==> src/hdl/kcalc_pkg.sv <==
// kcalc_pkg: shared types and constants for the keypad calculator
`timescale 1ns / 1ps
package kcalc_pkg;

  // key codes
  localparam logic [7:0] KEY_ON    = 8'h41;
  localparam logic [7:0] KEY_DOT   = 8'h2E;
  localparam logic [7:0] KEY_EQ    = 8'h3D;
  localparam logic [7:0] KEY_ADD   = 8'h2B;
  localparam logic [7:0] KEY_SUB   = 8'h2D;
  localparam logic [7:0] KEY_MUL   = 8'h2A;
  localparam logic [7:0] KEY_DIV   = 8'h2F;
  localparam logic [7:0] KEY_ZERO  = 8'h30;
  localparam logic [7:0] KEY_NINE  = 8'h39;

  localparam logic [7:0] IDLE_LIMIT_RST = 8'd50;
  localparam logic [7:0] IDLE_SAT       = 8'd255;

  // reciprocal of ten, exact for 32-bit dividends after a shift of 35
  localparam logic [31:0] RECIP_TEN = 32'hCCCCCCCD;
  localparam int          RECIP_SHIFT = 35;

  typedef enum logic [2:0] {
    OP_NONE = 3'd0,
    OP_ADD  = 3'd1,
    OP_SUB  = 3'd2,
    OP_MUL  = 3'd3,
    OP_DIV  = 3'd4
  } op_t;

  typedef enum logic [2:0] {
    EV_NONE   = 3'd0,
    EV_ON     = 3'd1,
    EV_CLEAR  = 3'd2,
    EV_ECHO   = 3'd3,
    EV_RESULT = 3'd4,
    EV_OFF    = 3'd5
  } event_t;

  typedef enum logic [1:0] {
    ST_IDLE,
    ST_DECODE,
    ST_RUN,
    ST_FINISH
  } state_t;

  typedef struct packed {
    logic load;
    logic start;
    logic finish;
  } kcalc_cmd_t;

  typedef struct packed {
    logic need_iter;
    logic iter_done;
  } kcalc_sts_t;

endpackage

==> src/hdl/kcalc_iter.sv <==
// kcalc_iter: shared iterative unit, shift-add multiply and restoring divide
`timescale 1ns / 1ps
module kcalc_iter
  import kcalc_pkg::*;
#(
  parameter int FRAC_BITS   = 16,
  parameter int VALUE_WIDTH = 48
) (
  input  logic                   clk,
  input  logic                   rst_n,
  input  logic                   start,
  input  logic                   is_div,
  input  logic [VALUE_WIDTH-1:0] a_mag,
  input  logic [VALUE_WIDTH-1:0] b_mag,
  output logic                   done,
  output logic                   big,
  output logic [VALUE_WIDTH-1:0] mag
);

  localparam int W      = VALUE_WIDTH;
  localparam int F      = FRAC_BITS;
  localparam int NQ     = W + F;
  localparam int CNT_W  = $clog2(NQ + 1);

  logic             busy_r, busy_nxt;
  logic             div_r, div_nxt;
  logic [CNT_W-1:0] cnt_r, cnt_nxt;
  logic [2*W-1:0]   p_r, p_nxt;
  logic [W-1:0]     a_r, a_nxt;
  logic [W-1:0]     b_r, b_nxt;
  logic [W-1:0]     rem_r, rem_nxt;
  logic [NQ-1:0]    nq_r, nq_nxt;
  logic [CNT_W-1:0] last;
  logic [W:0]       mul_sum;
  logic [W:0]       rem_sh;
  logic             ge;

  assign last = div_r ? CNT_W'(NQ - 1) : CNT_W'(W - 1);
  assign done = busy_r && (cnt_r == last);

  // one multiply or divide step per cycle
  always_comb begin
    busy_nxt = busy_r;
    div_nxt  = div_r;
    cnt_nxt  = cnt_r;
    p_nxt    = p_r;
    a_nxt    = a_r;
    b_nxt    = b_r;
    rem_nxt  = rem_r;
    nq_nxt   = nq_r;
    mul_sum  = {1'b0, p_r[2*W-1:W]} + (p_r[0] ? {1'b0, a_r} : {(W+1){1'b0}});
    rem_sh   = {rem_r, nq_r[NQ-1]};
    ge       = rem_sh >= {1'b0, b_r};
    if (start) begin
      busy_nxt = 1'b1;
      div_nxt  = is_div;
      cnt_nxt  = '0;
      a_nxt    = a_mag;
      b_nxt    = b_mag;
      p_nxt    = {{W{1'b0}}, b_mag};
      rem_nxt  = '0;
      nq_nxt   = {a_mag, {F{1'b0}}};
    end else if (busy_r) begin
      cnt_nxt = cnt_r + 1'b1;
      if (done) begin
        busy_nxt = 1'b0;
      end
      if (div_r) begin
        rem_nxt = ge ? W'(rem_sh - {1'b0, b_r}) : rem_sh[W-1:0];
        nq_nxt  = {nq_r[NQ-2:0], ge};
      end else begin
        p_nxt = {mul_sum, p_r[W-1:1]};
      end
    end
  end

  always_ff @(posedge clk) begin
    if (!rst_n) begin
      busy_r <= 1'b0;
      cnt_r  <= '0;
    end else begin
      busy_r <= busy_nxt;
      cnt_r  <= cnt_nxt;
    end
    div_r <= div_nxt;
    p_r   <= p_nxt;
    a_r   <= a_nxt;
    b_r   <= b_nxt;
    rem_r <= rem_nxt;
    nq_r  <= nq_nxt;
  end

  // magnitude of the scaled result and whether it exceeds the word
  always_comb begin
    if (div_r) begin
      big = |nq_r[NQ-1:W];
      mag = nq_r[W-1:0];
    end else begin
      big = |p_r[2*W-1:W+F];
      mag = p_r[W+F-1:F];
    end
  end

endmodule

==> src/hdl/kcalc_dp.sv <==
// kcalc_dp: calculator state, key decode, arithmetic and result register
`timescale 1ns / 1ps
module kcalc_dp
  import kcalc_pkg::*;
#(
  parameter int FRAC_BITS   = 16,
  parameter int VALUE_WIDTH = 48
) (
  input  logic                          clk,
  input  logic                          rst_n,
  input  kcalc_cmd_t                    cmd,
  output kcalc_sts_t                    sts,
  input  logic                          key_present,
  input  logic [7:0]                    key_code,
  input  logic                          cfg_we,
  input  logic [7:0]                    cfg_wdata,
  output logic [2:0]                    display_event,
  output logic [7:0]                    echo_key,
  output logic signed [VALUE_WIDTH-1:0] result_value,
  output logic                          divide_by_zero,
  output logic                          overflow
);

  localparam int W  = VALUE_WIDTH;
  localparam int F  = FRAC_BITS;
  localparam int WW = F + 1;
  localparam int WEIGHT_INIT = ((1 << F) + 5) / 10;
  localparam logic [W-1:0] VMAX = {1'b0, {(W-1){1'b1}}};
  localparam logic [W-1:0] VMIN = {1'b1, {(W-1){1'b0}}};

  // architectural state
  logic          on_r, on_nxt;
  logic [W-1:0]  entry_r, entry_nxt;
  logic [W-1:0]  acc_r, acc_nxt;
  op_t           pend_r, pend_nxt;
  logic          frac_r, frac_nxt;
  logic [WW-1:0] weight_r, weight_nxt;
  logic [7:0]    idle_r, idle_nxt;
  logic [7:0]    limit_r;
  logic          present_r;
  logic [7:0]    key_r;

  // result register
  event_t        ev_nxt;
  logic [2:0]    ev_out_r;
  logic [7:0]    echo_nxt, echo_out_r;
  logic [W-1:0]  res_nxt, res_out_r;
  logic          dz_nxt, dz_out_r;
  logic          ovf_nxt, ovf_out_r;

  // decode and arithmetic
  logic          is_digit, is_dot, is_op, is_eq;
  logic [3:0]    digit_val;
  op_t           key_op;
  logic [W-1:0]  a_mag, b_mag;
  logic          neg;
  logic          it_done, it_big;
  logic [W-1:0]  it_mag;
  logic [W-1:0]  fm_val;
  logic          fm_ovf;
  logic [W:0]    add_s, sub_s, frac_s;
  logic [W-1:0]  op_val;
  logic          op_ovf, op_dz;
  logic [WW+3:0] fd_prod;
  logic [W-1:0]  frac_add;
  logic [WW+31:0] w_prod;
  logic [WW-1:0] w_div;
  logic [W+4:0]  e_ext, int_t, dig_sh;
  logic          on_mid;
  logic [7:0]    idle_base;

  // key classes
  always_comb begin
    is_digit  = (key_r >= KEY_ZERO) && (key_r <= KEY_NINE);
    is_dot    = key_r == KEY_DOT;
    is_op     = (key_r == KEY_ADD) || (key_r == KEY_SUB) ||
                (key_r == KEY_MUL) || (key_r == KEY_DIV);
    is_eq     = key_r == KEY_EQ;
    digit_val = key_r[3:0];
    case (key_r)
      KEY_ADD: key_op = OP_ADD;
      KEY_SUB: key_op = OP_SUB;
      KEY_MUL: key_op = OP_MUL;
      default: key_op = OP_DIV;
    endcase
  end

  assign sts.need_iter = present_r && on_r && (key_r != KEY_ON) && (is_op || is_eq) &&
                         ((pend_r == OP_MUL) || ((pend_r == OP_DIV) && (entry_r != '0)));
  assign sts.iter_done = it_done;

  // operand magnitudes for the shared unit
  assign a_mag = acc_r[W-1] ? W'(~acc_r + 1'b1) : acc_r;
  assign b_mag = entry_r[W-1] ? W'(~entry_r + 1'b1) : entry_r;
  assign neg   = acc_r[W-1] ^ entry_r[W-1];

  kcalc_iter #(
    .FRAC_BITS   (FRAC_BITS),
    .VALUE_WIDTH (VALUE_WIDTH)
  ) u_iter (
    .clk    (clk),
    .rst_n  (rst_n),
    .start  (cmd.start),
    .is_div (pend_r == OP_DIV),
    .a_mag  (a_mag),
    .b_mag  (b_mag),
    .done   (it_done),
    .big    (it_big),
    .mag    (it_mag)
  );

  // signed value from magnitude, saturating
  always_comb begin
    if (neg) begin
      fm_ovf = it_big || (it_mag > VMIN);
      fm_val = fm_ovf ? VMIN : W'(~it_mag + 1'b1);
    end else begin
      fm_ovf = it_big || it_mag[W-1];
      fm_val = fm_ovf ? VMAX : it_mag;
    end
  end

  // pending operation applied to accumulator and entry
  always_comb begin
    add_s  = {acc_r[W-1], acc_r} + {entry_r[W-1], entry_r};
    sub_s  = {acc_r[W-1], acc_r} - {entry_r[W-1], entry_r};
    op_val = entry_r;
    op_ovf = 1'b0;
    op_dz  = 1'b0;
    case (pend_r)
      OP_ADD: begin
        op_ovf = add_s[W] != add_s[W-1];
        op_val = op_ovf ? (add_s[W] ? VMIN : VMAX) : add_s[W-1:0];
      end
      OP_SUB: begin
        op_ovf = sub_s[W] != sub_s[W-1];
        op_val = op_ovf ? (sub_s[W] ? VMIN : VMAX) : sub_s[W-1:0];
      end
      OP_MUL: begin
        op_ovf = fm_ovf;
        op_val = fm_val;
      end
      OP_DIV: begin
        if (entry_r == '0) begin
          op_dz  = 1'b1;
          op_val = acc_r[W-1] ? VMIN : VMAX;
        end else begin
          op_ovf = fm_ovf;
          op_val = fm_val;
        end
      end
      default: begin
        op_val = entry_r;
      end
    endcase
  end

  // digit entry arithmetic
  always_comb begin
    fd_prod  = digit_val * weight_r;
    frac_add = W'(fd_prod);
    frac_s   = {entry_r[W-1], entry_r} + {1'b0, frac_add};
    w_prod   = weight_r * RECIP_TEN;
    w_div    = WW'(w_prod >> RECIP_SHIFT);
    e_ext    = {{5{entry_r[W-1]}}, entry_r};
    dig_sh   = {{(W+1){1'b0}}, digit_val} << F;
    int_t    = (e_ext << 3) + (e_ext << 1) + dig_sh;
  end

  // tick commit
  always_comb begin
    on_nxt     = on_r;
    entry_nxt  = entry_r;
    acc_nxt    = acc_r;
    pend_nxt   = pend_r;
    frac_nxt   = frac_r;
    weight_nxt = weight_r;
    ev_nxt     = EV_NONE;
    echo_nxt   = '0;
    res_nxt    = '0;
    dz_nxt     = 1'b0;
    ovf_nxt    = 1'b0;
    idle_base  = idle_r;
    if (present_r) begin
      if (key_r == KEY_ON) begin
        if (!on_r) begin
          on_nxt = 1'b1;
          ev_nxt = EV_ON;
        end else begin
          entry_nxt  = '0;
          acc_nxt    = '0;
          pend_nxt   = OP_NONE;
          frac_nxt   = 1'b0;
          weight_nxt = WW'(WEIGHT_INIT);
          ev_nxt     = EV_CLEAR;
        end
        idle_base = '0;
      end else if (on_r) begin
        if (is_digit) begin
          if (frac_r) begin
            ovf_nxt    = frac_s[W] != frac_s[W-1];
            entry_nxt  = ovf_nxt ? VMAX : frac_s[W-1:0];
            weight_nxt = w_div;
          end else if ($signed(int_t) > $signed({5'b0, VMAX})) begin
            ovf_nxt   = 1'b1;
            entry_nxt = VMAX;
          end else begin
            entry_nxt = int_t[W-1:0];
          end
          ev_nxt    = EV_ECHO;
          echo_nxt  = key_r;
          idle_base = '0;
        end else if (is_dot) begin
          frac_nxt  = 1'b1;
          ev_nxt    = EV_ECHO;
          echo_nxt  = key_r;
          idle_base = '0;
        end else if (is_op) begin
          acc_nxt    = op_val;
          ovf_nxt    = op_ovf;
          dz_nxt     = op_dz;
          pend_nxt   = key_op;
          entry_nxt  = '0;
          frac_nxt   = 1'b0;
          weight_nxt = WW'(WEIGHT_INIT);
          ev_nxt     = EV_ECHO;
          echo_nxt   = key_r;
          idle_base  = '0;
        end else if (is_eq) begin
          res_nxt    = op_val;
          ovf_nxt    = op_ovf;
          dz_nxt     = op_dz;
          entry_nxt  = '0;
          acc_nxt    = '0;
          pend_nxt   = OP_NONE;
          frac_nxt   = 1'b0;
          weight_nxt = WW'(WEIGHT_INIT);
          ev_nxt     = EV_RESULT;
          idle_base  = '0;
        end
      end
    end
    idle_nxt = (idle_base < IDLE_SAT) ? idle_base + 8'd1 : idle_base;
    on_mid   = on_nxt;
    if (on_mid && (idle_nxt >= limit_r)) begin
      on_nxt   = 1'b0;
      ev_nxt   = EV_OFF;
      echo_nxt = '0;
    end
  end

  // state and input capture
  always_ff @(posedge clk) begin
    if (!rst_n) begin
      on_r     <= 1'b0;
      entry_r  <= '0;
      acc_r    <= '0;
      pend_r   <= OP_NONE;
      frac_r   <= 1'b0;
      weight_r <= WW'(WEIGHT_INIT);
      idle_r   <= '0;
      limit_r  <= IDLE_LIMIT_RST;
    end else begin
      if (cfg_we) begin
        limit_r <= cfg_wdata;
      end
      if (cmd.finish) begin
        on_r     <= on_nxt;
        entry_r  <= entry_nxt;
        acc_r    <= acc_nxt;
        pend_r   <= pend_nxt;
        frac_r   <= frac_nxt;
        weight_r <= weight_nxt;
        idle_r   <= idle_nxt;
      end
    end
    if (cmd.load) begin
      present_r <= key_present;
      key_r     <= key_code;
    end
    if (cmd.finish) begin
      ev_out_r   <= ev_nxt;
      echo_out_r <= echo_nxt;
      res_out_r  <= res_nxt;
      dz_out_r   <= dz_nxt;
      ovf_out_r  <= ovf_nxt;
    end
  end

  assign display_event  = ev_out_r;
  assign echo_key       = echo_out_r;
  assign result_value   = res_out_r;
  assign divide_by_zero = dz_out_r;
  assign overflow       = ovf_out_r;

endmodule

==> src/hdl/kcalc_ctrl.sv <==
// kcalc_ctrl: sequencing state machine and output handshake
`timescale 1ns / 1ps
module kcalc_ctrl
  import kcalc_pkg::*;
(
  input  logic       clk,
  input  logic       rst_n,
  input  logic       in_valid,
  output logic       in_stall,
  output logic       out_valid,
  input  logic       out_stall,
  input  kcalc_sts_t sts,
  output kcalc_cmd_t cmd
);

  state_t state_r, state_nxt;
  logic   out_valid_r, out_valid_nxt;
  logic   out_busy;

  assign out_busy = out_valid_r && out_stall;

  // next state
  always_comb begin
    state_nxt = state_r;
    case (state_r)
      ST_IDLE: begin
        if (in_valid) begin
          state_nxt = ST_DECODE;
        end
      end
      ST_DECODE: begin
        state_nxt = sts.need_iter ? ST_RUN : ST_FINISH;
      end
      ST_RUN: begin
        if (sts.iter_done) begin
          state_nxt = ST_FINISH;
        end
      end
      ST_FINISH: begin
        if (!out_busy) begin
          state_nxt = ST_IDLE;
        end
      end
      default: begin
        state_nxt = ST_IDLE;
      end
    endcase
  end

  // commands
  always_comb begin
    cmd      = '0;
    in_stall = 1'b1;
    case (state_r)
      ST_IDLE: begin
        in_stall = 1'b0;
        cmd.load = in_valid;
      end
      ST_DECODE: begin
        cmd.start = sts.need_iter;
      end
      ST_FINISH: begin
        cmd.finish = !out_busy;
      end
      default: begin
        cmd = '0;
      end
    endcase
  end

  // result item handshake
  always_comb begin
    out_valid_nxt = out_valid_r && out_stall;
    if (cmd.finish) begin
      out_valid_nxt = 1'b1;
    end
  end

  always_ff @(posedge clk) begin
    if (!rst_n) begin
      state_r     <= ST_IDLE;
      out_valid_r <= 1'b0;
    end else begin
      state_r     <= state_nxt;
      out_valid_r <= out_valid_nxt;
    end
  end

  assign out_valid = out_valid_r;

endmodule

==> src/hdl/keypad_four_function_calculator.sv <==
// keypad_four_function_calculator: top level of the keypad calculator
//
//   channel  direction  handshake            payload
//   in_      input      in_valid / in_stall  key_present, key_code
//   out_     output     out_valid/out_stall  display_event, echo_key, result_value, flags
//   cfg_     input      cfg_we               cfg_wdata (idle limit)
//
// a plain key passes from accept through the decode and finish states, and its result is
// registered on leaving finish; the next key is accepted only back in idle; an operator or
// = key with a pending multiply, or a pending divide by a nonzero entry, also waits in the
// run state between decode and finish for the one-bit-per-cycle shared multiply/divide unit
// synchronous active-low reset; no clearing pass, items accepted straight away
// a result waits in the output register under out_stall while the next item is taken;
// that next item then holds in its last cycle until the waiting result is taken
`timescale 1ns / 1ps
module keypad_four_function_calculator
  import kcalc_pkg::*;
#(
  parameter int FRAC_BITS   = 16,
  parameter int VALUE_WIDTH = 48
) (
  input  logic                          clk,
  input  logic                          rst_n,
  input  logic                          in_valid,
  output logic                          in_stall,
  input  logic                          in_key_present,
  input  logic [7:0]                    in_key_code,
  output logic                          out_valid,
  input  logic                          out_stall,
  output logic [2:0]                    out_display_event,
  output logic [7:0]                    out_echo_key,
  output logic signed [VALUE_WIDTH-1:0] out_result_value,
  output logic                          out_divide_by_zero,
  output logic                          out_overflow,
  input  logic                          cfg_we,
  input  logic [7:0]                    cfg_wdata
);

  kcalc_cmd_t cmd;
  kcalc_sts_t sts;

  // controller
  kcalc_ctrl u_ctrl (
    .clk       (clk),
    .rst_n     (rst_n),
    .in_valid  (in_valid),
    .in_stall  (in_stall),
    .out_valid (out_valid),
    .out_stall (out_stall),
    .sts       (sts),
    .cmd       (cmd)
  );

  // datapath
  kcalc_dp #(
    .FRAC_BITS   (FRAC_BITS),
    .VALUE_WIDTH (VALUE_WIDTH)
  ) u_dp (
    .clk            (clk),
    .rst_n          (rst_n),
    .cmd            (cmd),
    .sts            (sts),
    .key_present    (in_key_present),
    .key_code       (in_key_code),
    .cfg_we         (cfg_we),
    .cfg_wdata      (cfg_wdata),
    .display_event  (out_display_event),
    .echo_key       (out_echo_key),
    .result_value   (out_result_value),
    .divide_by_zero (out_divide_by_zero),
    .overflow       (out_overflow)
  );

endmodule
==> config.mk <==
export PLATFORM = sky130hd
export DESIGN_NAME = keypad_four_function_calculator
export DESIGN_NICKNAME = d
export VERILOG_FILES = /design/src/hdl/kcalc_pkg.sv /design/src/hdl/kcalc_iter.sv /design/src/hdl/kcalc_dp.sv /design/src/hdl/kcalc_ctrl.sv /design/src/hdl/keypad_four_function_calculator.sv
export SDC_FILE = /design/constraint.sdc
export NUM_CORES = 2
export LEC_CHECK = 0
export ABC_CLOCK_PERIOD_IN_PS = 15100
export BUFFER_PORTS_ARGS = -buffer_cell sky130_fd_sc_hd__buf_2
export CAP_MARGIN = 0
export CORE_MARGIN = 2
export CORE_UTILIZATION = 30
export DETAILED_ROUTE_END_ITERATION = 6
export HOLD_SLACK_MARGIN = 0.08
export PLACE_DENSITY = 0.52
export SLEW_MARGIN = 25
export SYNTH_ARGS = -nofsm -noshare
export SYNTH_HDL_FRONTEND = slang
export SYNTH_SLANG_ARGS = --single-unit
==> constraint.sdc <==
create_clock -name clk -period 15.1 [get_ports clk]
set_input_delay 1.51 -clock clk [delete_from_list [all_inputs] [get_ports clk]]
set_output_delay 1.51 -clock clk [all_outputs]
set_load 0.005 [all_outputs]
* Word-level counts from Yosys, hierarchy flattened
Cells that the tools add are included.
** Operators by class
- Add/subtract/negate cells :: 12
- $mul :: 2
- Order comparisons :: 7
- Equal/unequal tests :: 27
- Mux-type cells :: 109
- Bitwise gates (word level) :: 9
- Reductions and logical operators :: 42
** Operators by type and width (count)
- 2-to-1 mux 48 bit :: 32
- 2-to-1 mux 64 bit :: 3
- case mux 48 bit (4 select lines) :: 1
- adder 48 x 1 -> 48 bit (second input constant) :: 3
- inverter 48 bit :: 3
- 2-to-1 mux 17 bit :: 8
- adder 48 x 48 -> 49 bit :: 2
- 2-to-1 mux 8 bit :: 11
- adder 53 x 20 -> 53 bit :: 1
- > comparator 53 x 48 -> 1 bit (second input constant) :: 1
- adder 51 x 49 -> 52 bit :: 1
- adder 48 x 22 -> 49 bit :: 1
- >= comparator 49 x 48 -> 1 bit :: 1
- multiplier 17 x 32 -> 49 bit (second input constant) :: 1
- subtractor 48 x 48 -> 49 bit :: 1
- == test 8 x 6 -> 1 bit (second input constant) :: 6
- > comparator 48 bit (second input constant) :: 1
- logical NOT 48 bit :: 1
- nonzero test 48 bit :: 1
- subtractor 48 bit :: 1
- 2-to-1 mux 3 bit :: 14
- 2-to-1 mux 1 bit :: 32
- OR reduction 32 bit :: 1
- multiplier 4 x 17 -> 21 bit :: 1
- other kinds (42) :: 80
** Word-level totals
- Bits in registers :: 520
- Output and inout bits :: 63
- Logic and storage cells :: 236

* Depth between registers and ports, before layout
- Depth in word-level cells :: 15
- Gate-level depth with buffers :: 38

* Cells and area by module
From an unflattened synthesis, not the netlist that was laid out.
** Unflattened totals
- Cells, all modules :: 5720
- Area total of the unflattened synthesis :: 47026.4 um2
** Modules (own cells, without submodules)
- kcalc_dp :: times used 1, cells an instance 3736, area an instance 28334.7 um2, sequential area each 4704.5 um2
- kcalc_iter :: times used 1, cells an instance 1957, area an instance 18417.7 um2, sequential area each 8197.9 um2
- kcalc_ctrl :: times used 1, cells an instance 27, area an instance 274.0 um2, sequential area each 60.1 um2

* Worst setup path before layout
OpenSTA, ideal clock, no wires.
- Path kind :: register to register
- Start point :: reg u_dp.key_r[3]
- End point :: reg u_dp.entry_r[37]
- Data arrival time :: 7.161 ns
- Data required time :: 14.966 ns
- Slack :: 7.805 ns
- Stages on the path, launching flop included :: 34
- Clock period less this slack :: 7.295 ns
- Cells stage by stage :: edfxtp_1 -> clkbuf_1 -> clkbuf_1 -> nand2_1 -> fa_1 -> inv_1 -> fa_1 -> inv_1 -> fa_1 -> nor2b_1 -> o21ai_0 -> a21boi_0 -> o21ai_0 -> a21boi_0 -> o21ai_0 -> a21boi_0 -> o21ai_0 -> a21boi_0 -> nor2_1 -> ha_1 -> nand3_1 -> a211oi_1 -> o211ai_1 -> o31ai_1 -> nand2b_1 -> nor2_1 -> nand3_1 -> xnor2_1 -> ha_1 -> nor2b_1 -> clkbuf_1 -> o21ai_0 -> o211ai_1 -> o221ai_1
** Between the ends
- Cells in the longest elaborated chain, start to end :: 9
- Elaborated cells on any way between the ends :: 29
- Those cells by class :: add/sub (2); mul (1); order compare (3); eq/ne (9); mux (8); reduce/logical (6)
** Ends and longest elaborated chain
- start: declaration :: RTL line kcalc_dp.sv:41 : logic [7:0] key_r;
- start signal: assignment :: RTL line kcalc_dp.sv:279 : key_r <= key_code;
- parallel branches: the longest is 9 deep, another holds adder 48 x 22 -> 49 bit
- end signal: assignment :: RTL line kcalc_dp.sv:269 : entry_r <= entry_nxt;
- end: declaration :: RTL line kcalc_dp.sv:33 : logic [W-1:0] entry_r, entry_nxt;
Parallel ways; which one is timed is not known. The select of a mux whose other input is x is not followed.
A chain may end at the register's enable or synchronous reset.

* Worst setup path in the final report
- Start point :: reg u_dp.key_r[3]
- End point :: reg u_dp.entry_r[19]
The elaborated chain is that of the path after synthesis.

==> results.json <==
{
  "synth_most_common_cell": "nand2_1",
  "cpLargestDelayFamily": "compound AO/OA/AOI/OAI gates",
  "fin_cells": 7695,
  "critical_path_class": "register to register",
  "drcViolationCount": 0,
  "synth_cells": 5666,
  "io_buffers": 84,
  "synth-seq-cells": 516,
  "dr_total_vias": 41937,
  "die_h_um": 396,
  "status": "finished clean",
  "max_slew_margin_pct": 23.7,
  "netlist.top_cell.by_area": "edfxtp_1",
  "synth_compound_area_share_pct": 23.1,
  "hold_viol": 0,
  "core_area_sq_um": 152000,
  "layout-drive-gt1-share_pct": 7.05,
  "antenna_found_initial": 7,
  "grt_max_degree": 152,
  "finalSetupViolCount": 0,
  "async_flop_share_pct": 0,
  "grtUsageTotal_pct": 20.7,
  "synth_xor_area_share_pct": 7.34,
  "overflow": 0,
  "dp.cells": 7566,
  "top_usage_layer": "met2",
  "fp-row-count": 143,
  "area_growth_pct": 10.5,
  "cp.arrival_ns": 8.62,
  "crit_path_top_delay_cell": "edfxtp_1",
  "finalCriticalPeriod_ns": 8.11,
  "htreeDepth": 3,
  "crit_path_frequent_cell": "o21ai_0",
  "ys_seq_area_share_pct": 28.2,
  "ios": 85,
  "cp.buffers_inverters": 4,
  "cts_hold_buf": 0,
  "ys_types": 107,
  "ant_nets": 0,
  "gp_congestion": 0.956,
  "synth_area_leaders": "edfxtp_1, ha_1, dfxtp_1",
  "synth_top_cells_by_count": "nand2_1, a21oi_1, nor2_1",
  "drv_slew": 0,
  "vias_per_cell": 5.45,
  "grt_util_met1_pct": 28.6,
  "hold_path_startpoint": "u_dp.idle_r[7]$_SDFFE_PN0P_",
  "hold_path_class": "register to register",
  "hold_ws_ns": 0.473,
  "slowest_delay_ns": 0.73,
  "clk_latency_ns": 0.69,
  "hpwl_mm": 128,
  "tns_ns": 0,
  "synth_top_family_by_area": "compound AO/OA/AOI/OAI gates",
  "clock_sinks": 516,
  "postSynthAreaPerCell_sq_um": 8.13,
  "endpoint_kind": "register",
  "drt_iter0_drc": 3469,
  "yosys_warnings": 0,
  "finClkSkew_ns": 0.0449,
  "cts-root-buf": "clkbuf_16",
  "grt_pass1_wl_mm": 253,
  "vdd_drop_max_v": 0.0000632,
  "die_w_um": 396,
  "routed_wirelength_mm": 167,
  "yosysTopAreaCellShare_pct": 17.2,
  "cts.clk_slew.worst_paths_ns": 0.06,
  "power.leakage_nw": 21.0,
  "required_ns": 15.61,
  "synth_ff_type": "edfxtp_1",
  "cts_setup_buffers": 0,
  "wl_per_cell_um": 21.7,
  "drtPass1Iterations": 5,
  "use_met3_pct": 3.12,
  "powerDensity_nw_per_um2": 73.7,
  "synth_edf_count": 263,
  "tightest_slew_ns": 1.14,
  "synthAdderAreaFrac_pct": 14.5,
  "cts_tree": "yes",
  "syn-cell-area_sq_um": 46000,
  "cts_resized": 0,
  "first_global_vias": 40341,
  "dieArea_sq_um": 157000,
  "fin_crit_sh_pct": 53.7,
  "startpoint_type": "register",
  "start_util_pct": 30.3,
  "crit_fanout": 20,
  "grt_use_met2_pct": 32.7,
  "max_clock_freq_ghz": 0.123,
  "fin_util_pct": 33.4,
  "crit_start": "u_dp.key_r[3]$_DFFE_PP_",
  "cts_buffers": 68,
  "clockBufferDepth": 3,
  "synth-simple-area-share_pct": 19.2,
  "nets": 6114,
  "cap_viol_max_count": 0,
  "synthMuxAreaShare_pct": 2.00,
  "r2r_start": "u_dp.key_r[3]$_DFFE_PP_",
  "rsz0062_at_grt": "no"
}
## through the flow
step           worst slack [ns]  power (W)  instance area, sq um
3_3_place_gp               7.21    0.00207                 48500
4_1_cts                    7.00    0.00379                 50800
2_1_floorplan              7.80    0.00194                 46000
3_5_place_dp               7.03    0.00207                 48500
5_1_grt                    6.24    0.00391                 50800
6_report                   6.99    0.00375                 50900
## routing by layer
metal | part of all wire, % | up-vias
met1 | 46 | 20219
li1 | - | 20197
met3 | 5.9 | 254
met5 | 0.011 | -
met4 | 3.3 | 4
met2 | 45 | 1263
## power by group
part           switching (W)  leakage, nW  internal [W]
clock network       0.000705         1.14       0.00101
registers          0.0000327         4.39       0.00150
logic               0.000297         15.5      0.000207
## placed cells by master (no fill, tap or decap), drive strengths merged, types with 29 or more instances in the layout
cell type and n:
a211oi 61, a21o 137, a21oi 484, a221oi 42, a31oi 59, and2 126, and3 37, buf 158
clkbuf 77, clkinv 34, dfxtp 253, edfxtp 263, fa 81, ha 405, inv 376, mux2i 65
nand2 636, nand2b 53, nand3 134, nand4 57, nor2 471, nor2b 41, nor3 122, nor4 36
o211ai 52, o21a 29, o21ai 415, o21bai 49, o221ai 39, o31ai 54, or3 56, xnor2 282
xor2 104
## worst min-delay path: cells and delay by family, from the launching register on
family,cells,cell delay (ns)
compound gates,1,0.05
flops,1,0.32
simple gates,1,0.05
## worst paths after layout
path | to | slack (ns) | cells after the start
min | u_dp.idle_r[7]$_SDFFE_PN0P_ | 0.47 | 2
max | u_dp.entry_r[19]$_SDFFE_PN0P_ | 6.99 | 32
max reg2reg | u_dp.entry_r[19]$_SDFFE_PN0P_ | 6.99 | 32
min reg2reg | u_dp.idle_r[7]$_SDFFE_PN0P_ | 0.47 | 2
## logic make-up after synthesis
logic type,count (synthesis)
mux,89
other cells,1
xor+xnor,386
simple gates,1873
flops,516
buf+inv,660
fa+ha+maj,486
compound gates,1655
## flip-flops by register name, indices dropped and copies added, names as in the netlist, 2 cells and up
register and count:
u_ctrl.state_r 2, u_dp.acc_r 48, u_dp.display_event 3, u_dp.echo_key 8, u_dp.entry_r 48, u_dp.idle_r 8
u_dp.key_r 8, u_dp.limit_r 8, u_dp.pend_r 3, u_dp.result_value 48, u_dp.u_iter.a_r 48, u_dp.u_iter.b_r 48
u_dp.u_iter.cnt_r 7, u_dp.u_iter.nq_r 64, u_dp.u_iter.p_r 96, u_dp.u_iter.rem_r 48, u_dp.weight_r 13
## area by class of cell
| cell class | count | area [sq um] |
|---|---|---|
| flip-flops and latches | 516 | 13000 |
| multi-input cells | 4491 | 30600 |
| inverters | 371 | 1400 |
| repair buffers | 158 | 992 |
| clock buffers | 77 | 1800 |
| clock inverters | 49 | 531 |
| diodes | 3 | 7.51 |
| well taps | 2030 | 2540 |
| fillers | 16093 | 101000 |
Note: power is estimated with default switching activity, not from simulation.
